$ cat src/rtl/core/vsa_pkg.sv
// Shared types and constants for the voice steal allocator.
// No dependencies; imported by every module of the block.
package vsa_pkg;

  // Default number of dynamic voices
  localparam int VOICES_DEF = 8;

  // Remaining-time ceiling; a voice is stolen only strictly below it
  localparam logic [31:0] LIFE_START = 32'h7fff_ffff;

  // Slot pattern that matches any slot on start
  localparam logic [3:0] SLOT_ANY = 4'hf;

  // Command codes
  typedef enum logic [1:0] {
    CMD_START = 2'd0,
    CMD_STOP  = 2'd1,
    CMD_CLEAR = 2'd2,
    CMD_NOP   = 2'd3
  } cmd_t;

  // Sequencer states
  typedef enum logic [2:0] {
    ST_IDLE,
    ST_SCAN,
    ST_LAST,
    ST_WRITE,
    ST_DONE
  } state_t;

  // One request transfer
  typedef struct packed {
    logic [1:0]        cmd;
    logic [15:0]       entity;
    logic signed [3:0] ent_slot;
    logic [23:0]       sound_length;
    logic              audible;
    logic [29:0]       now;
  } in_item_t;

  // One result transfer
  typedef struct packed {
    logic [2:0] voice_index;
    logic       found;
    logic       stole_active;
  } out_item_t;

  // One voice table entry
  typedef struct packed {
    logic [15:0] entity;
    logic [3:0]  slot;
    logic [31:0] end_time;
    logic        active;
  } voice_t;

  // Scan control from the sequencer to the pick unit
  typedef struct packed {
    logic init;
    logic eval;
  } scan_ctl_t;

  // Pick status back to the sequencer
  typedef struct packed {
    logic hit;
    logic active;
  } pick_t;

endpackage

$ cat src/rtl/core/vsa_voice_mem.sv
// Voice table: synchronous memory with a registered read port and per-entry valid bits.
// Depends on vsa_pkg (voice_t).
module vsa_voice_mem #(
  parameter int VOICES = vsa_pkg::VOICES_DEF,
  parameter int IDX_W  = $clog2(VOICES)
) (
  input  logic                clk,
  input  logic                rst_n,
  input  logic                clear_all,
  input  logic [IDX_W-1:0]    rd_addr,
  output vsa_pkg::voice_t     rd_data,
  input  logic                wr_en,
  input  logic [IDX_W-1:0]    wr_addr,
  input  vsa_pkg::voice_t     wr_data
);
  import vsa_pkg::*;

  voice_t              voice_mem_r [VOICES];
  logic [VOICES-1:0]   valid_r;
  logic [VOICES-1:0]   valid_nxt;
  voice_t              rd_raw_r;
  logic                rd_vld_r;

  // Write port
  always_ff @(posedge clk) begin
    if (wr_en) begin
      voice_mem_r[wr_addr] <= wr_data;
    end
  end

  // Registered read port
  always_ff @(posedge clk) begin
    rd_raw_r <= voice_mem_r[rd_addr];
    rd_vld_r <= valid_r[rd_addr];
  end

  // Drop valid on clear-all, raise it on a write
  always_comb begin
    valid_nxt = valid_r;
    if (clear_all) begin
      valid_nxt = '0;
    end else if (wr_en) begin
      valid_nxt[wr_addr] = 1'b1;
    end
  end

  always_ff @(posedge clk) begin
    if (!rst_n) begin
      valid_r <= '0;
    end else begin
      valid_r <= valid_nxt;
    end
  end

  // Entries never written since reset or clear read as zero
  assign rd_data = rd_vld_r ? rd_raw_r : '0;

endmodule

$ cat src/rtl/core/vsa_pick.sv
// Pick unit: evaluates one voice entry per cycle and keeps the reuse, steal
// and stop candidates. Depends on vsa_pkg.
module vsa_pick #(
  parameter int VOICES = vsa_pkg::VOICES_DEF,
  parameter int IDX_W  = $clog2(VOICES)
) (
  input  logic                 clk,
  input  logic                 rst_n,
  input  vsa_pkg::scan_ctl_t   ctl,
  input  vsa_pkg::in_item_t    req,
  input  logic [15:0]          view_entity,
  input  vsa_pkg::voice_t      entry,
  input  logic [IDX_W-1:0]     entry_idx,
  output vsa_pkg::pick_t       pick,
  output logic [IDX_W-1:0]     pick_idx
);
  import vsa_pkg::*;

  logic              reuse_hit_r, reuse_hit_nxt;
  logic [IDX_W-1:0]  reuse_idx_r, reuse_idx_nxt;
  logic              reuse_act_r, reuse_act_nxt;
  logic              steal_hit_r, steal_hit_nxt;
  logic [IDX_W-1:0]  steal_idx_r, steal_idx_nxt;
  logic              steal_act_r, steal_act_nxt;
  logic [31:0]       life_r, life_nxt;
  logic              stop_hit_r, stop_hit_nxt;
  logic [IDX_W-1:0]  stop_idx_r, stop_idx_nxt;

  logic [3:0]        req_slot;
  logic              reuse_now;
  logic              protect_now;
  logic [31:0]       left;
  logic              better;
  logic              stop_now;

  // Per-entry match and remaining-time compare
  always_comb begin
    req_slot    = req.ent_slot;
    reuse_now   = (req_slot != 4'd0) && (entry.entity == req.entity) &&
                  ((entry.slot == req_slot) || (req_slot == SLOT_ANY));
    protect_now = (entry.entity == view_entity) && (req.entity != view_entity) &&
                  entry.active;
    left        = entry.end_time - {2'b00, req.now};
    better      = $signed(left) < $signed(life_r);
    stop_now    = (entry.entity == req.entity) && (entry.slot == req_slot);
  end

  // Advance candidates; the first reuse and the first stop match hold
  always_comb begin
    reuse_hit_nxt = reuse_hit_r;
    reuse_idx_nxt = reuse_idx_r;
    reuse_act_nxt = reuse_act_r;
    steal_hit_nxt = steal_hit_r;
    steal_idx_nxt = steal_idx_r;
    steal_act_nxt = steal_act_r;
    life_nxt      = life_r;
    stop_hit_nxt  = stop_hit_r;
    stop_idx_nxt  = stop_idx_r;
    if (ctl.init) begin
      reuse_hit_nxt = 1'b0;
      reuse_idx_nxt = '0;
      reuse_act_nxt = 1'b0;
      steal_hit_nxt = 1'b0;
      steal_idx_nxt = '0;
      steal_act_nxt = 1'b0;
      life_nxt      = LIFE_START;
      stop_hit_nxt  = 1'b0;
      stop_idx_nxt  = '0;
    end else if (ctl.eval) begin
      if (!reuse_hit_r && reuse_now) begin
        reuse_hit_nxt = 1'b1;
        reuse_idx_nxt = entry_idx;
        reuse_act_nxt = entry.active;
      end else if (!protect_now && better) begin
        steal_hit_nxt = 1'b1;
        steal_idx_nxt = entry_idx;
        steal_act_nxt = entry.active;
        life_nxt      = left;
      end
      if (!stop_hit_r && stop_now) begin
        stop_hit_nxt = 1'b1;
        stop_idx_nxt = entry_idx;
      end
    end
  end

  always_ff @(posedge clk) begin
    if (!rst_n) begin
      reuse_hit_r <= 1'b0;
      steal_hit_r <= 1'b0;
      stop_hit_r  <= 1'b0;
    end else begin
      reuse_hit_r <= reuse_hit_nxt;
      steal_hit_r <= steal_hit_nxt;
      stop_hit_r  <= stop_hit_nxt;
    end
  end

  always_ff @(posedge clk) begin
    reuse_idx_r <= reuse_idx_nxt;
    reuse_act_r <= reuse_act_nxt;
    steal_idx_r <= steal_idx_nxt;
    steal_act_r <= steal_act_nxt;
    life_r      <= life_nxt;
    stop_idx_r  <= stop_idx_nxt;
  end

  // Select the candidate that the command asks for
  always_comb begin
    pick.hit    = 1'b0;
    pick.active = 1'b0;
    pick_idx    = '0;
    case (cmd_t'(req.cmd))
      CMD_START: begin
        if (reuse_hit_r) begin
          pick.hit    = 1'b1;
          pick.active = reuse_act_r;
          pick_idx    = reuse_idx_r;
        end else if (steal_hit_r) begin
          pick.hit    = 1'b1;
          pick.active = steal_act_r;
          pick_idx    = steal_idx_r;
        end
      end
      CMD_STOP: begin
        if (stop_hit_r) begin
          pick.hit = 1'b1;
          pick_idx = stop_idx_r;
        end
      end
      default: begin
        pick.hit = 1'b0;
      end
    endcase
  end

endmodule

$ cat src/rtl/core/voice_steal_allocator.sv
// Voice steal allocator: start, stop and clear-all over a table of dynamic voices.
// Start and stop scan the memory one entry per cycle (ST_SCAN, ST_LAST, ST_WRITE, ST_DONE);
// clear and no-op go straight to ST_DONE. Busy holds through the strobe cycle, so a new
// request is accepted only after the result of the last one. Reset (synchronous, rst_n low)
// empties the table through per-entry valid bits and clears view_entity; the result strobe
// cannot be stalled.
module voice_steal_allocator #(
  parameter int VOICES = vsa_pkg::VOICES_DEF
) (
  input  logic                clk,
  input  logic                rst_n,
  input  logic                start,
  output logic                busy,
  input  vsa_pkg::in_item_t   in_item,
  output logic                out_strobe,
  output vsa_pkg::out_item_t  out_item,
  input  logic                cfg_valid,
  output logic                cfg_ready,
  input  logic [15:0]         cfg_data
);
  import vsa_pkg::*;

  localparam int IDX_W = $clog2(VOICES);
  localparam logic [IDX_W-1:0] LAST_IDX = IDX_W'(VOICES - 1);

  state_t            state_r, state_nxt;
  in_item_t          req_r;
  logic [15:0]       view_entity_r;
  logic [IDX_W-1:0]  ptr_r, ptr_nxt;
  logic              eval_vld_r;
  logic [IDX_W-1:0]  eval_idx_r;
  logic              accept;
  logic              clear_all;
  scan_ctl_t         ctl;
  voice_t            rd_data;
  voice_t            wr_data;
  logic              wr_en;
  pick_t             pick;
  logic [IDX_W-1:0]  pick_idx;
  logic [31:0]       end_sum;

  assign accept    = start && !busy;
  assign clear_all = accept && (cmd_t'(in_item.cmd) == CMD_CLEAR);
  assign cfg_ready = 1'b1;

  // Configuration register
  always_ff @(posedge clk) begin
    if (!rst_n) begin
      view_entity_r <= '0;
    end else if (cfg_valid && cfg_ready) begin
      view_entity_r <= cfg_data;
    end
  end

  // Hold the request for the whole scan
  always_ff @(posedge clk) begin
    if (accept) begin
      req_r <= in_item;
    end
  end

  // Next state
  always_comb begin
    state_nxt = state_r;
    case (state_r)
      ST_IDLE: begin
        if (accept) begin
          if (cmd_t'(in_item.cmd) inside {CMD_START, CMD_STOP}) begin
            state_nxt = ST_SCAN;
          end else begin
            state_nxt = ST_DONE;
          end
        end
      end
      ST_SCAN: begin
        if (ptr_r == LAST_IDX) begin
          state_nxt = ST_LAST;
        end
      end
      ST_LAST:  state_nxt = ST_WRITE;
      ST_WRITE: state_nxt = ST_DONE;
      ST_DONE:  state_nxt = ST_IDLE;
      default:  state_nxt = ST_IDLE;
    endcase
  end

  // State outputs
  always_comb begin
    busy       = (state_r != ST_IDLE);
    out_strobe = (state_r == ST_DONE);
    wr_en      = (state_r == ST_WRITE) && pick.hit;
    ctl.init   = accept;
    ctl.eval   = eval_vld_r;
    ptr_nxt    = ptr_r;
    if (accept) begin
      ptr_nxt = '0;
    end else if (state_r == ST_SCAN) begin
      ptr_nxt = ptr_r + 1'b1;
    end
  end

  always_ff @(posedge clk) begin
    if (!rst_n) begin
      state_r    <= ST_IDLE;
      ptr_r      <= '0;
      eval_vld_r <= 1'b0;
    end else begin
      state_r    <= state_nxt;
      ptr_r      <= ptr_nxt;
      eval_vld_r <= (state_r == ST_SCAN);
    end
  end

  // Track which entry the read data belongs to
  always_ff @(posedge clk) begin
    eval_idx_r <= ptr_r;
  end

  // Build the write-back entry; stop keeps entity and slot, which already match
  always_comb begin
    end_sum          = {2'b00, req_r.now} + {8'h00, req_r.sound_length};
    wr_data.entity   = req_r.entity;
    wr_data.slot     = req_r.ent_slot;
    wr_data.end_time = '0;
    wr_data.active   = 1'b0;
    if ((cmd_t'(req_r.cmd) == CMD_START) && req_r.audible) begin
      wr_data.end_time = end_sum;
      wr_data.active   = 1'b1;
    end
  end

  // Result fields come straight from the pick registers
  assign out_item.voice_index  = 3'(pick_idx);
  assign out_item.found        = pick.hit;
  assign out_item.stole_active = pick.active;

  vsa_voice_mem #(
    .VOICES (VOICES),
    .IDX_W  (IDX_W)
  ) u_mem (
    .clk       (clk),
    .rst_n     (rst_n),
    .clear_all (clear_all),
    .rd_addr   (ptr_r),
    .rd_data   (rd_data),
    .wr_en     (wr_en),
    .wr_addr   (pick_idx),
    .wr_data   (wr_data)
  );

  vsa_pick #(
    .VOICES (VOICES),
    .IDX_W  (IDX_W)
  ) u_pick (
    .clk         (clk),
    .rst_n       (rst_n),
    .ctl         (ctl),
    .req         (req_r),
    .view_entity (view_entity_r),
    .entry       (rd_data),
    .entry_idx   (eval_idx_r),
    .pick        (pick),
    .pick_idx    (pick_idx)
  );

endmodule

$ cat config.mk
export PLATFORM = sky130hd
export DESIGN_NAME = voice_steal_allocator
export DESIGN_NICKNAME = d
export VERILOG_FILES = /design/src/rtl/core/vsa_pkg.sv /design/src/rtl/core/vsa_voice_mem.sv /design/src/rtl/core/vsa_pick.sv /design/src/rtl/core/voice_steal_allocator.sv
export SDC_FILE = /design/constraint.sdc
export NUM_CORES = 1
export LEC_CHECK = 0
export BUFFER_PORTS_ARGS = -buffer_cell sky130_fd_sc_hd__buf_2
export CAP_MARGIN = 25
export CELL_PAD_IN_SITES_DETAIL_PLACEMENT = 1
export CELL_PAD_IN_SITES_GLOBAL_PLACEMENT = 2
export CORE_AREA = 2 2 261 263
export CTS_CLUSTER_DIAMETER = 150
export DETAILED_ROUTE_END_ITERATION = 12
export DIE_AREA = 0 0 263 265
export HOLD_SLACK_MARGIN = 0.05
export PLACE_DENSITY_LB_ADDON = 0.1
export SETUP_SLACK_MARGIN = 0.5
export SLEW_MARGIN = 10
export SYNTH_ARGS = -nofsm -noshare
export SYNTH_HDL_FRONTEND = slang
export SYNTH_SLANG_ARGS = --single-unit
$ cat constraint.sdc
create_clock -name clk -period 5.8 [get_ports clk]
set_clock_uncertainty 0.2 [all_clocks]
set_input_delay 1.16 -clock clk [delete_from_list [all_inputs] [get_ports clk]]
set_output_delay 1.16 -clock clk [all_outputs]
set_load 0.05 [all_outputs]
==> impl_results.md <==
* Pre-CTS setup slack at 0.207 ns
* DIE AREA at 69700 um^2
* Sequential area share after synthesis at about 64%
* Initial antenna violation count at 1
* Max-cap viol count at 0
* Setup TNS at 0 ns
* Total grt overflow at 0
* Delay-heaviest family, CP: compound AO/OA/AOI/OAI gates
* GRT Total Usage at about a fifth
* Share of post-route cells with drive strength above 1 at 24.6%
* First-pass GRT wire length at around 110 mm
* Total Routed Length at 68.3 mm
* Via-per-instance ratio at 5.41
* Endpoints failing setup at 0
* Drt pass-1 iters at 5
* Crit path setup slack, layout at 0.648 ns
* Via count at 15.8k
* Vias in the first global route at ~17k
* RSZ-0062 raised after global routing: true
* DP HPWL at between 40 and 50 mm
* Sequential group share of total power at 48.3%
* Post-route ant nets at 0
* I/O Buffers at about 100
* Crit path top cell by count: nand2_4
* Routed length per instance at 23.5 um
* Net switching power at 2400 uW
* # DRC at 0
* H-tree depth at 3
* Slowest cell delay on critical path at ~0.46 ns
* Syn Nets at ~2.0k
* Kind of critical path: reg2reg
* Switch share at about 23%
* Final Max Tran Viols at 0
* Crit path max fanout at 8
* Site Rows at 95
* RD Place Congestion at approximately 0.78
* Worst vdd ir at 0.000310 V
* Slowest cell on crit path: or4_1
* Clock power frac at 44.6%
* Clock slew at reported path FFs at approximately 0.060 ns
* Maximum buffer depth of the clock tree at 3
* FF+latch count, synth at between 600 and 700
* Critical Path RT at 6.08 ns
* Mapped Area at about 27000 um^2
* Critical Path AT at 5.43 ns
* Drt initial violations at 750
* Worst-path cell chain: buf_8 > and2_4 > fa_2 > a211oi_2 > nor2_2 > a211o_1 > a21oi_4 > a31oi_4 > a21o_1 > a31oi_1 > xor2_1 > inv_1 > ha_4 > nand2_4 > nor2_4 > a2111oi_4 > o211ai_1 > o21ai_2 > mux2_4 > nand2_4 > a21oi_2 > or4_1
* Yosys top cell by area: edfxtp_1
* Top-count cell post-synth: edfxtp_1
* Initial Utilization at between 40% and 50%
* Rel. slew slack at 32.1%
* TritonCTS Buffers at 70
* Pwr dens at 328 nW/um^2
* Clk root buf: clkbuf_16
* Synthesis Warnings at 0
* CORE AREA at 66800 um^2
* Synth Instances at 1828
* Primary FF master, synth: edfxtp_1
* Logic pwr share at 7.1%
* Pin count of the biggest net entering global routing at 74
* P_leak at 0.0116 uW
* Worst-Margin Slew at 1.02 ns
* Final hold vios at 0
* Io pins at between 100 and 150
* Synth top cells by count: edfxtp_1 (493), dfxtp_1 (133), nor2_1 (121)
* Syn_area_per_cell at 14.8 um^2
* CP startpoint kind: register
* Distinct cells, synth at just over 80
* Clock latency on the worst-skew pair at 0.62 ns
* # clock sinks at around 630
* Top-area cell type share of the netlist area at 54.7%
* Crit path buffers/inverters at 2
* Tmin final at between 5 and 6 ns
* Fmax at 194 MHz
* CP Capture Type: register
* Worst min path class: reg2reg
* Synth-to-Final Area Change at 17.2%
* Width of the die at around 260 um
* Die height at 265 um
* Synth area leaders: edfxtp_1 (55%), dfxtp_1 (9.8%), mux4_2 (8.8%)
* CTS tree: built
* Post-synthesis async set-or-reset flop share at 0%
* Fraction of the cycle the final worst path needs at 88.8%
* Nets at about 2.2k
* Number of synthesized flops with an enable pin at 493
* Outcome: finished clean
* Internal power at around 8000 uW
-- metal layers --
| layer | part of all wire, % | vias to the layer above | track usage, % |
|---|---|---|---|
| met5 | 0.012 | - | 0 |
| met4 | 2.1 | 2 | 4.96 |
| met3 | 3.2 | 91 | 3.17 |
| met2 | 49 | 228 | 34.0 |
| met1 | 46 | 8141 | 26.6 |
| li1 | - | 7295 | - |
-- power by group through the flow --
| stage | clock network, uW | registers [uW] | logic (uW) |
|---|---|---|---|
| 2_1_floorplan | 0 | 5070 | 479 |
| 3_3_place_gp | 0 | 5120 | 696 |
| 3_5_place_dp | 0 | 5120 | 709 |
| 4_1_cts | 4760 | 5020 | 726 |
| 5_1_grt | 4930 | 5030 | 818 |
| 6_report | 4640 | 5020 | 737 |
-- registers in the layout, indices dropped and copies added, names as in the netlist, 3 cells and up --
name and count:
view_entity_r 16, state_r 3, u_pick.steal_idx_r 3, u_mem.valid_r 8, u_pick.reuse_idx_r 3, ptr_r 3
u_mem.voice_mem_r 416, u_pick.stop_idx_r 3, req_r 77, eval_idx_r 3, u_pick.life_r 32, u_mem.rd_raw_r 52
-- worst paths after layout --
kind                          from                end  slack [ns]  cells after the start
setup / recovery    u_mem.rd_vld_r  u_pick.life_r[28]        0.65                     22
hold / removal    u_mem.valid_r[2]   u_mem.valid_r[2]        0.26                      1
hold reg to reg   u_mem.valid_r[2]   u_mem.valid_r[2]        0.26                      1
setup reg to reg    u_mem.rd_vld_r  u_pick.life_r[28]        0.65                     22
-- kinds of logic after synthesis --
group	Yosys count	share of synthesized area (%)
DFF	626	64.5
and+or+nand+nor	366	6.80
AOI/OAI and AO/OA	316	7.43
muxes	193	12.3
buffers and inverters	160	2.33
adders and majority gates	89	4.17
xor gates and xnor gates	77	2.49
other	1	0.0138
-- layout by cell type, fill, tap and decap left out, types with 11 or more instances in the layout --
master and n:
mux2i_1 31, a21o_1 26, buf_2 104, nor3_1 18
a31oi_1 11, nor2_1 111, dfxtp_1 129, clkbuf_1 17
a21oi_1 85, ha_1 76, nand2b_1 11, xnor2_1 44
nand3_1 22, mux2_2 55, mux4_2 106, edfxtp_1 493
and2_1 28, nor2b_1 23, inv_1 92, nand4_1 17
buf_4 29, o21ai_1 14, nand2_1 61, xor2_1 30
clkinv_2 11, o21a_1 14, o21ai_0 63, clkbuf_16 70
and3_1 15
-- per-stage QoR --
stage	hold slack [ns]	total power [uW]	util [%]	instances	cell area [um^2]
6_report	0.262	10400	47.5	2910	31700
5_1_grt	0.280	10800	47.5	2909	31700
4_1_cts	0.265	10500	47.1	2903	31500
3_5_place_dp	0.250	5830	43.2	2764	28800
3_3_place_gp	0.241	5810	43.1	2762	28800
2_1_floorplan	0.153	5550	-	1828	27100
-- worst register-to-register path, cell delays in order (launching register included) --
cell and delay [ns]:
dfxtp_4 0.37, buf_8 0.14, and2_4 0.14, fa_2 0.37, a211oi_2 0.21, nor2_2 0.07, a211o_1 0.36, a21oi_4 0.26
a31oi_4 0.13, a21o_1 0.21, a31oi_1 0.16, xor2_1 0.20, inv_1 0.10, ha_4 0.26, nand2_4 0.07, nor2_4 0.04
a2111oi_4 0.35, o211ai_1 0.17, o21ai_2 0.22, mux2_4 0.37, nand2_4 0.11, a21oi_2 0.04, or4_1 0.46
-- repair_timing --
| action | 4_1_cts | 5_1_grt |
|---|---|---|
| hold buffers | 0 | 0 |
| pin swaps | 15 | 31 |
| setup buffers | 10 | 6 |
| gates resized for setup | 33 | 41 |
| endpoints found under the hold margin | 0 | 0 |
| endpoints found under the setup margin | 37 | 37 |
-- layout make-up --
cell class | count | area [um^2]
inverters | 93 | 352
well taps | 873 | 1090
repair buffers | 146 | 992
multi-input cells | 1042 | 9400
clock inverters | 37 | 534
fillers | 6559 | 35100
diodes | 1 | 2.50
clock buffers | 92 | 1880
flip-flops and latches | 626 | 17500
No activity file was read; power rests on OpenSTA's default activity.
